## src/rtl/mra_pkg.sv

```systemverilog
// ----------------------------------------------------------------------------
// Meeting room allocator package
// Widths, error codes, sequencer states and store control shared by the RTL.
// ----------------------------------------------------------------------------
package mra_pkg;

	localparam int TIME_W = 40;
	localparam int CNT_W  = 32;
	localparam int REQ_W  = 32;
	localparam int RC_W   = 5;

	localparam logic [TIME_W-1:0] TIME_MAX = '1;
	localparam logic [CNT_W-1:0]  CNT_MAX  = '1;

	localparam logic [RC_W-1:0] ROOM_COUNT_RST = 5'd16;

	// error codes
	localparam logic [1:0] ERR_OK    = 2'd0;
	localparam logic [1:0] ERR_EMPTY = 2'd1;
	localparam logic [1:0] ERR_ORDER = 2'd2;

	typedef enum logic [2:0] {
		ST_IDLE,
		ST_SCAN,
		ST_CALC,
		ST_UPDATE,
		ST_MSCAN,
		ST_EMIT
	} state_t;

	typedef struct packed {
		logic wr;
		logic clr;
	} store_ctl_t;

endpackage

```

## src/rtl/mra_room_store.sv

```systemverilog
// ----------------------------------------------------------------------------
// Room store
// Free time and meeting count per room, one write and one registered read
// a cycle. Per-room valid bits make unwritten or cleared rooms read as zero.
// ----------------------------------------------------------------------------
module mra_room_store #(
	parameter int NUM_ROOMS = 16,
	localparam int IW = (NUM_ROOMS > 1) ? $clog2(NUM_ROOMS) : 1
) (
	input  logic                       clk,
	input  logic                       arst_n,
	input  mra_pkg::store_ctl_t        ctl,
	input  logic [IW-1:0]              rd_addr,
	input  logic [IW-1:0]              wr_addr,
	input  logic [mra_pkg::TIME_W-1:0] wr_free,
	input  logic [mra_pkg::CNT_W-1:0]  wr_count,
	output logic [mra_pkg::TIME_W-1:0] rd_free,
	output logic [mra_pkg::CNT_W-1:0]  rd_count
);
	import mra_pkg::*;

	logic [TIME_W-1:0]    free_mem  [NUM_ROOMS];
	logic [CNT_W-1:0]     count_mem [NUM_ROOMS];
	logic [NUM_ROOMS-1:0] vld_q;
	logic [TIME_W-1:0]    free_s1;
	logic [CNT_W-1:0]     count_s1;
	logic                 vld_s1;

	// memory write and registered read
	always_ff @(posedge clk) begin
		if (ctl.wr) begin
			free_mem[wr_addr]  <= wr_free;
			count_mem[wr_addr] <= wr_count;
		end
		free_s1  <= free_mem[rd_addr];
		count_s1 <= count_mem[rd_addr];
	end

	// valid bits: set on write, all dropped on clear
	always_ff @(posedge clk or negedge arst_n) begin
		if (!arst_n) begin
			vld_q  <= '0;
			vld_s1 <= 1'b0;
		end else begin
			if (ctl.clr) begin
				vld_q <= '0;
			end else if (ctl.wr) begin
				vld_q[wr_addr] <= 1'b1;
			end
			vld_s1 <= vld_q[rd_addr];
		end
	end

	assign rd_free  = vld_s1 ? free_s1 : '0;
	assign rd_count = vld_s1 ? count_s1 : '0;

endmodule

```

## src/rtl/meeting_room_allocator.sv

```systemverilog
// ----------------------------------------------------------------------------
// Meeting room allocator
// Gives each well-formed meeting request a room, walking the room store one entry a cycle.
// ----------------------------------------------------------------------------
// Usage:
//   Requests enter on in_valid/in_ready (begin_time, end_time, last_meeting),
//   in ascending start order. Results leave on out_valid/out_ready, one per
//   request. cfg_we/cfg_wdata set the number of rooms in use; write it only
//   while the block is idle.
//   An accepted request walks the rooms in use, picks a room and writes it
//   back; a last-marked request then walks the rooms for the most-booked
//   count. A rejected request goes straight to its result (after the count
//   walk when last-marked). Both walks share the single room store read port,
//   one room per cycle; one request is in work at a time, so in_ready is low
//   from accept until the result is loaded into the output register.
//   The output register holds a finished result while the receiver stalls;
//   the next request may be accepted and worked on meanwhile, and finishes
//   only once the output register is free.
//   Reset clears every room entry, the previous start and out_valid, and
//   sets the room count to 16. A last-marked request clears the room store.
// ----------------------------------------------------------------------------
module meeting_room_allocator #(
	parameter int NUM_ROOMS = 16
) (
	input  logic                       clk,
	input  logic                       arst_n,
	input  logic                       cfg_we,
	input  logic [mra_pkg::RC_W-1:0]   cfg_wdata,
	input  logic                       in_valid,
	output logic                       in_ready,
	input  logic [mra_pkg::REQ_W-1:0]  begin_time,
	input  logic [mra_pkg::REQ_W-1:0]  end_time,
	input  logic                       last_meeting,
	output logic                       out_valid,
	input  logic                       out_ready,
	output logic [3:0]                 room,
	output logic [mra_pkg::TIME_W-1:0] actual_start,
	output logic [mra_pkg::TIME_W-1:0] actual_end,
	output logic                       delayed,
	output logic [1:0]                 error_code,
	output logic                       batch_done,
	output logic [3:0]                 most_booked_room,
	output logic [mra_pkg::CNT_W-1:0]  most_booked_count
);
	import mra_pkg::*;

	localparam int IW = (NUM_ROOMS > 1) ? $clog2(NUM_ROOMS) : 1;
	localparam int CW = $clog2(NUM_ROOMS + 1);

	state_t state_q, state_d;

	// config and request registers
	logic [RC_W-1:0]   room_count_q;
	logic [REQ_W-1:0]  prev_start_q;
	logic [REQ_W-1:0]  start_q;
	logic [REQ_W-1:0]  dur_q;
	logic              last_q;
	logic [1:0]        err_q;
	logic [1:0]        err_in;

	// walk control
	logic [CW-1:0]     n_rooms;
	logic [CW-1:0]     idx_q;
	logic              scanning;
	logic              data_vld_s1;
	logic [IW-1:0]     data_idx_s1;
	logic              idx_end;

	// trackers
	logic              found_q;
	logic [IW-1:0]     pick_idx_q;
	logic [TIME_W-1:0] pick_free_q;
	logic [CNT_W-1:0]  pick_cnt_q;
	logic [IW-1:0]     min_idx_q;
	logic [TIME_W-1:0] min_free_q;
	logic [CNT_W-1:0]  min_cnt_q;
	logic [IW-1:0]     best_idx_q;
	logic [CNT_W-1:0]  best_cnt_q;

	// result being built
	logic [IW-1:0]     sel_idx_q;
	logic [CNT_W-1:0]  sel_cnt_q;
	logic [TIME_W-1:0] res_start_q;
	logic [TIME_W-1:0] res_end_q;
	logic              res_delayed_q;
	logic              res_booked_q;

	// output register
	logic              out_valid_q;
	logic [3:0]        room_q;
	logic [TIME_W-1:0] actual_start_q;
	logic [TIME_W-1:0] actual_end_q;
	logic              delayed_q;
	logic [1:0]        error_code_q;
	logic              batch_done_q;
	logic [3:0]        mb_room_q;
	logic [CNT_W-1:0]  mb_count_q;

	// store interface
	store_ctl_t        st_ctl;
	logic [TIME_W-1:0] rd_free;
	logic [CNT_W-1:0]  rd_count;
	logic [TIME_W-1:0] wr_free;
	logic [CNT_W-1:0]  wr_count;

	// datapath helpers
	logic              accept;
	logic              emit_fire;
	logic [TIME_W-1:0] start_ext;
	logic [TIME_W-1:0] sel_free;
	logic [TIME_W:0]   end_sum;
	logic [IW+3:0]     sel_idx_w;
	logic [IW+3:0]     best_idx_w;

	// rooms in use: zero acts as one, large values clip to the store size
	always_comb begin
		if (room_count_q == '0) begin
			n_rooms = CW'(1);
		end else if (32'(room_count_q) > NUM_ROOMS) begin
			n_rooms = CW'(NUM_ROOMS);
		end else begin
			n_rooms = CW'(room_count_q);
		end
	end

	// request check at accept: empty interval first, then order
	always_comb begin
		if (end_time <= begin_time) begin
			err_in = ERR_EMPTY;
		end else if (begin_time < prev_start_q) begin
			err_in = ERR_ORDER;
		end else begin
			err_in = ERR_OK;
		end
	end

	assign accept    = in_valid && in_ready;
	assign idx_end   = (idx_q == n_rooms);
	assign start_ext = {{(TIME_W - REQ_W){1'b0}}, start_q};

	// next state
	always_comb begin
		state_d = state_q;
		unique case (state_q)
			ST_IDLE: begin
				if (in_valid) begin
					if (err_in == ERR_OK) begin
						state_d = ST_SCAN;
					end else if (last_meeting) begin
						state_d = ST_MSCAN;
					end else begin
						state_d = ST_EMIT;
					end
				end
			end
			ST_SCAN: begin
				if (idx_end) begin
					state_d = ST_CALC;
				end
			end
			ST_CALC: begin
				state_d = ST_UPDATE;
			end
			ST_UPDATE: begin
				state_d = last_q ? ST_MSCAN : ST_EMIT;
			end
			ST_MSCAN: begin
				if (idx_end) begin
					state_d = ST_EMIT;
				end
			end
			ST_EMIT: begin
				if (!out_valid_q || out_ready) begin
					state_d = ST_IDLE;
				end
			end
			default: begin
				state_d = ST_IDLE;
			end
		endcase
	end

	// sequencer outputs
	always_comb begin
		in_ready   = 1'b0;
		scanning   = 1'b0;
		emit_fire  = 1'b0;
		st_ctl.wr  = 1'b0;
		st_ctl.clr = 1'b0;
		unique case (state_q)
			ST_IDLE: begin
				in_ready = 1'b1;
			end
			ST_SCAN, ST_MSCAN: begin
				scanning = 1'b1;
			end
			ST_CALC: begin
			end
			ST_UPDATE: begin
				st_ctl.wr = 1'b1;
			end
			ST_EMIT: begin
				emit_fire  = !out_valid_q || out_ready;
				st_ctl.clr = emit_fire && last_q;
			end
			default: begin
			end
		endcase
	end

	always_ff @(posedge clk or negedge arst_n) begin
		if (!arst_n) begin
			state_q <= ST_IDLE;
		end else begin
			state_q <= state_d;
		end
	end

	// configuration register
	always_ff @(posedge clk or negedge arst_n) begin
		if (!arst_n) begin
			room_count_q <= ROOM_COUNT_RST;
		end else if (cfg_we) begin
			room_count_q <= cfg_wdata;
		end
	end

	// walk counter and read-data tag
	always_ff @(posedge clk or negedge arst_n) begin
		if (!arst_n) begin
			idx_q       <= '0;
			data_vld_s1 <= 1'b0;
		end else begin
			idx_q       <= (scanning && !idx_end) ? idx_q + CW'(1) : '0;
			data_vld_s1 <= scanning && !idx_end;
		end
	end

	always_ff @(posedge clk) begin
		data_idx_s1 <= idx_q[IW-1:0];
	end

	// request capture
	always_ff @(posedge clk) begin
		if (accept) begin
			start_q <= begin_time;
			dur_q   <= end_time - begin_time;
			last_q  <= last_meeting;
			err_q   <= err_in;
		end
	end

	// previous start: updated on a placed request, cleared at batch end
	always_ff @(posedge clk or negedge arst_n) begin
		if (!arst_n) begin
			prev_start_q <= '0;
		end else if (st_ctl.clr) begin
			prev_start_q <= '0;
		end else if (st_ctl.wr) begin
			prev_start_q <= start_q;
		end
	end

	// room walk: first free room and earliest-freeing room
	always_ff @(posedge clk or negedge arst_n) begin
		if (!arst_n) begin
			found_q <= 1'b0;
		end else if (accept) begin
			found_q <= 1'b0;
		end else if (state_q == ST_SCAN && data_vld_s1 && !found_q && rd_free <= start_ext) begin
			found_q <= 1'b1;
		end
	end

	always_ff @(posedge clk) begin
		if (state_q == ST_SCAN && data_vld_s1) begin
			if (!found_q && rd_free <= start_ext) begin
				pick_idx_q  <= data_idx_s1;
				pick_free_q <= rd_free;
				pick_cnt_q  <= rd_count;
			end
			if (data_idx_s1 == '0 || rd_free < min_free_q) begin
				min_idx_q  <= data_idx_s1;
				min_free_q <= rd_free;
				min_cnt_q  <= rd_count;
			end
		end
	end

	// count walk: most-booked room, lowest index on a tie
	always_ff @(posedge clk) begin
		if (state_q == ST_MSCAN && data_vld_s1) begin
			if (data_idx_s1 == '0 || rd_count > best_cnt_q) begin
				best_idx_q <= data_idx_s1;
				best_cnt_q <= rd_count;
			end
		end
	end

	// choose the room and its actual start
	assign sel_free = found_q ? pick_free_q : min_free_q;

	always_ff @(posedge clk) begin
		if (accept) begin
			sel_idx_q     <= '0;
			res_start_q   <= '0;
			res_end_q     <= '0;
			res_delayed_q <= 1'b0;
			res_booked_q  <= 1'b0;
		end else if (state_q == ST_CALC) begin
			sel_idx_q     <= found_q ? pick_idx_q : min_idx_q;
			sel_cnt_q     <= found_q ? pick_cnt_q : min_cnt_q;
			res_start_q   <= (sel_free < start_ext) ? start_ext : sel_free;
			res_delayed_q <= !found_q;
		end else if (state_q == ST_UPDATE) begin
			res_end_q     <= wr_free;
			res_booked_q  <= 1'b1;
		end
	end

	// end time and count update, both saturating
	assign end_sum  = {1'b0, res_start_q} + {{(TIME_W + 1 - REQ_W){1'b0}}, dur_q};
	assign wr_free  = end_sum[TIME_W] ? TIME_MAX : end_sum[TIME_W-1:0];
	assign wr_count = (sel_cnt_q == CNT_MAX) ? sel_cnt_q : sel_cnt_q + CNT_W'(1);

	mra_room_store #(
		.NUM_ROOMS (NUM_ROOMS)
	) u_store (
		.clk      (clk),
		.arst_n   (arst_n),
		.ctl      (st_ctl),
		.rd_addr  (idx_q[IW-1:0]),
		.wr_addr  (sel_idx_q),
		.wr_free  (wr_free),
		.wr_count (wr_count),
		.rd_free  (rd_free),
		.rd_count (rd_count)
	);

	// low four bits of room indices
	assign sel_idx_w  = {4'b0, sel_idx_q};
	assign best_idx_w = {4'b0, best_idx_q};

	// output register
	always_ff @(posedge clk or negedge arst_n) begin
		if (!arst_n) begin
			out_valid_q <= 1'b0;
		end else if (emit_fire) begin
			out_valid_q <= 1'b1;
		end else if (out_ready) begin
			out_valid_q <= 1'b0;
		end
	end

	always_ff @(posedge clk) begin
		if (emit_fire) begin
			room_q         <= res_booked_q ? sel_idx_w[3:0] : 4'd0;
			actual_start_q <= res_start_q;
			actual_end_q   <= res_end_q;
			delayed_q      <= res_delayed_q;
			error_code_q   <= err_q;
			batch_done_q   <= last_q;
			mb_room_q      <= last_q ? best_idx_w[3:0] : 4'd0;
			mb_count_q     <= last_q ? best_cnt_q : '0;
		end
	end

	assign out_valid         = out_valid_q;
	assign room              = room_q;
	assign actual_start      = actual_start_q;
	assign actual_end        = actual_end_q;
	assign delayed           = delayed_q;
	assign error_code        = error_code_q;
	assign batch_done        = batch_done_q;
	assign most_booked_room  = mb_room_q;
	assign most_booked_count = mb_count_q;

endmodule

```

## config.mk

```make
export PLATFORM = sky130hd
export DESIGN_NAME = meeting_room_allocator
export DESIGN_NICKNAME = d
export VERILOG_FILES = /design/src/rtl/mra_pkg.sv /design/src/rtl/mra_room_store.sv /design/src/rtl/meeting_room_allocator.sv
export SDC_FILE = /design/constraint.sdc
export NUM_CORES = 2
export LEC_CHECK = 0
export BUFFER_PORTS_ARGS = -buffer_cell sky130_fd_sc_hd__buf_2
export CORE_ASPECT_RATIO = 2
export CORE_MARGIN = 2
export CORE_UTILIZATION = 50
export DETAILED_ROUTE_END_ITERATION = 16
export MAX_ROUTING_LAYER = met4
export PLACE_DENSITY = 0.66
export SETUP_SLACK_MARGIN = 0.1
export SLEW_MARGIN = 20
export SYNTH_ARGS = -nofsm -noshare
export SYNTH_HDL_FRONTEND = slang
export SYNTH_SLANG_ARGS = --single-unit
```

## constraint.sdc

```tcl
create_clock -name clk -period 15.79 [get_ports clk]
set_input_delay 2.3685 -clock clk [delete_from_list [all_inputs] [get_ports clk]]
set_output_delay 2.3685 -clock clk [all_outputs]
set_load 0.02 [all_outputs]
```

==> results.sh <==
export IMPL_reg2reg_slack_ps=11110
export IMPL_worstHoldPathType="reg2reg"
export IMPL_rsz0062_at_grt="false"
export IMPL_crit_type="in2reg"
export IMPL_ctsLongestPathBuffers=3
export IMPL_final_cell_mix="edfxtp_1 (1563), o21ai_0 (241), ha_1 (231)"
export IMPL_place_congestion=0.9346
export IMPL_area_delta_synth_final_pct=11.91
export IMPL_syn_avg_cell_area_um2=16.14
export IMPL_die_x_um=275.1
export IMPL_cts_root_buf="clkbuf_16"
export IMPL_cts_hold_buf=0
export IMPL_fmax_mhz=202.8
export IMPL_synth_area_leaders="edfxtp_1 (64%), mux4_2 (6.7%), dfxtp_1 (4.4%), ha_1 (3.9%), mux2i_1 (2.6%)"
export IMPL_drt_iter0_markers=4376
export IMPL_finalSetupViolCount=0
export IMPL_r2r_end="u_store.free_mem[13][33]"
export IMPL_cp_arrival_ps=5660
export IMPL_syn_inst=4551
export IMPL_synth_top_cell_area_share=0.6388
export IMPL_power_density_mw_per_mm2=158.1
export IMPL_ant_nets=0
export IMPL_cp_start_kind="primary input"
export IMPL_clock_skew_ps=30.57
export IMPL_die_area_mm2=0.1502
export IMPL_slew_violations=0
export IMPL_reg2reg_depth=10
export IMPL_tightest_slew_ps=1116
export IMPL_syn_area_mm2=0.07347
export IMPL_p_leak_nw=29.26
export IMPL_hpwl_um=108600
export IMPL_fin_cells=6826
export IMPL_cts_clk_slew_worst_paths_ps=70
export IMPL_layout_commonest_cell="edfxtp_1"
export IMPL_cp_max_fo=6
export IMPL_slew_headroom=0.2479
export IMPL_wl_um=186100
export IMPL_cts_sinks=1790
export IMPL_finalInstanceArea_mm2=0.08223
export IMPL_wl_per_cell_um=27.27
export IMPL_total_power_mw=13.00
export IMPL_grt_max_degree=124
export IMPL_first_pass_iters=8
export IMPL_worstReg2RegStart="dur_q[1]"
export IMPL_fin_crit_sh=0.3123
export IMPL_gr_total_overflow=0
export IMPL_outcome="completed"
export IMPL_finalSetupTns_ps=0
export IMPL_hold_start="res_end_q[1]"
export IMPL_post_dp_cell_area_mm2=0.07686
export IMPL_synth_seq_cells=1790
export IMPL_synth_ff_type="edfxtp_1"
export IMPL_vias=41340
export IMPL_clock_latency_ps=800
export IMPL_yosysTopAreaCell="edfxtp_1"
export IMPL_min_path_cells=0
export IMPL_htreeDepth=4
export IMPL_ys_types=77
export IMPL_initial_core_util=0.5018
export IMPL_io_buffers=200
export IMPL_cts_buffers=156
export IMPL_layout_drive_gt1_share=0.1851
export IMPL_end_kind="flip-flop"
export IMPL_drc=0
export IMPL_dp_cells=6535
export IMPL_antenna_found_initial=7
export IMPL_die_h_um=546.1
export IMPL_grtUsageTotal=0.2552
export IMPL_num_io_pins=201
export IMPL_synthArstFlopShare=0.03631
export IMPL_synth_edf_count=1563
export IMPL_finalHoldViolations=0
export IMPL_cts_resized=0
export IMPL_via_per_inst=6.056
export IMPL_grt_pass1_wl_um=270500
export IMPL_core_rowCount=199
export IMPL_min_period_ps=4932
export IMPL_ys_seq_area_frac=0.7051
export IMPL_core_mm2=0.1464
export IMPL_vdd_drop_max_v=0.0001658
export IMPL_min_to="actual_end[1]"
export IMPL_num_nets_final=5092
export IMPL_ys_warn_count=0
export IMPL_cts_tree="yes"
export IMPL_syn_num_nets=4859
export IMPL_maxCapViolCount=0
export IMPL_cts_setup_buffers=0
export IMPL_crit_required_ps=16510
export IMPL_grt_pass1_vias=40880
where the power goes:
| group | leakage, nW | internal (mW) | switching (mW) |
|---|---|---|---|
| clock | 2.54 | 2.17 | 1.72 |
| sequential | 16.4 | 5.82 | 0.328 |
| combinational | 10.3 | 1.16 | 1.80 |
synth_stat cells, types with 23 or more instances:
| library cell | n |
|---|---|
| a21o_1 | 71 |
| a21oi_1 | 191 |
| a221oi_1 | 59 |
| a22oi_1 | 49 |
| and2_1 | 119 |
| buf_1 | 23 |
| buf_2 | 26 |
| clkbuf_1 | 147 |
| dfrtp_1 | 64 |
| dfxtp_1 | 162 |
| edfxtp_1 | 1563 |
| ha_1 | 231 |
| inv_1 | 197 |
| mux2_2 | 90 |
| mux2i_1 | 192 |
| mux4_2 | 218 |
| nand2_1 | 230 |
| nand2b_1 | 23 |
| nand3_1 | 69 |
| nand4_1 | 40 |
| nor2_1 | 145 |
| nor2b_1 | 25 |
| nor3_1 | 63 |
| o21ai_0 | 243 |
| xnor2_1 | 68 |
| xor2_1 | 28 |
routing by layer:
layer	wire (um)	track usage	vias to the layer above
li1	-	-	18050
met1	75660	0.3432	21310
met2	92760	0.4096	1675
met3	12440	0.03449	304
met4	5290	0.07186	0
met5	0	-	-
state kept, by name, indices dropped and copies added (netlist names), 5 cells and up:
signal,cells
pick_free_q,40
best_cnt_q,32
u_store.count_mem,512
res_end_q,40
sel_cnt_q,32
most_booked_count,32
u_store.vld_q,16
res_start_q,40
actual_end,40
pick_cnt_q,32
dur_q,32
u_store.free_s1,40
prev_start_q,32
start_q,32
u_store.count_s1,32
idx_q,5
actual_start,40
u_store.free_mem,640
min_free_q,40
min_cnt_q,32
room_count_q,5
area by class of cell:
cell class / instances / area (um2)
Clock inverter: 72 / 808.3
Multi-Input combinational cell: 2364 / 20470
Clock buffer: 217 / 4380
Sequential cell: 1790 / 51830
Timing Repair Buffer: 274 / 1597
Tap cell: 1909 / 2389
Inverter: 198 / 745.7
Fill cell: 11380 / 64180
Antenna cell: 2 / 5.005
through the flow:
step                  util  setup slack, ps  hold slack [ps]
detailed placement  0.5250            10160            410.1
floorplan                -             7857            345.4
global placement    0.5250            10240            405.1
finish              0.5616            10860            433.7
global route        0.5616            10750            439.4
CTS                 0.5604            10980            429.1
worst max-delay path, stage by stage:
cell and delay, ps:
buf_2 110, inv_1 40, ha_1 390, and3_1 210, or4b_2 610, nor3_1 230, o211ai_1 210, o211ai_1 350
a221oi_1 330, or2_2 450, o21ai_0 200, a22o_1 140
kinds of logic (layout without fill, tap and decap cells):
| kind of cell | after synthesis | after routing | synth area share |
|---|---|---|---|
| flip-flops | 1790 | 1790 | 0.7051 |
| AND/OR/NAND/NOR | 800 | 800 | 0.05414 |
| AO/OA/AOI/OAI | 735 | 735 | 0.06177 |
| multiplexers | 500 | 500 | 0.1068 |
| buffers and inverters | 397 | 761 | 0.02089 |
| adder cells (fa/ha/maj) | 233 | 233 | 0.03988 |
| XOR/XNOR | 96 | 96 | 0.01144 |
| other | 0 | 2 | 0 |
worst max path at each step:
stage,start,end,cells after the start
3_5_place_dp,begin_time[12],state_q[0],12
6_report,begin_time[13],state_q[0],12
2_1_floorplan,u_store.vld_s1,pick_cnt_q[0],13
3_3_place_gp,begin_time[13],state_q[0],12
5_1_grt,begin_time[13],state_q[0],12
4_1_cts,dur_q[1],u_store.free_mem[13][33],10
(Power assumes the default switching activity.)
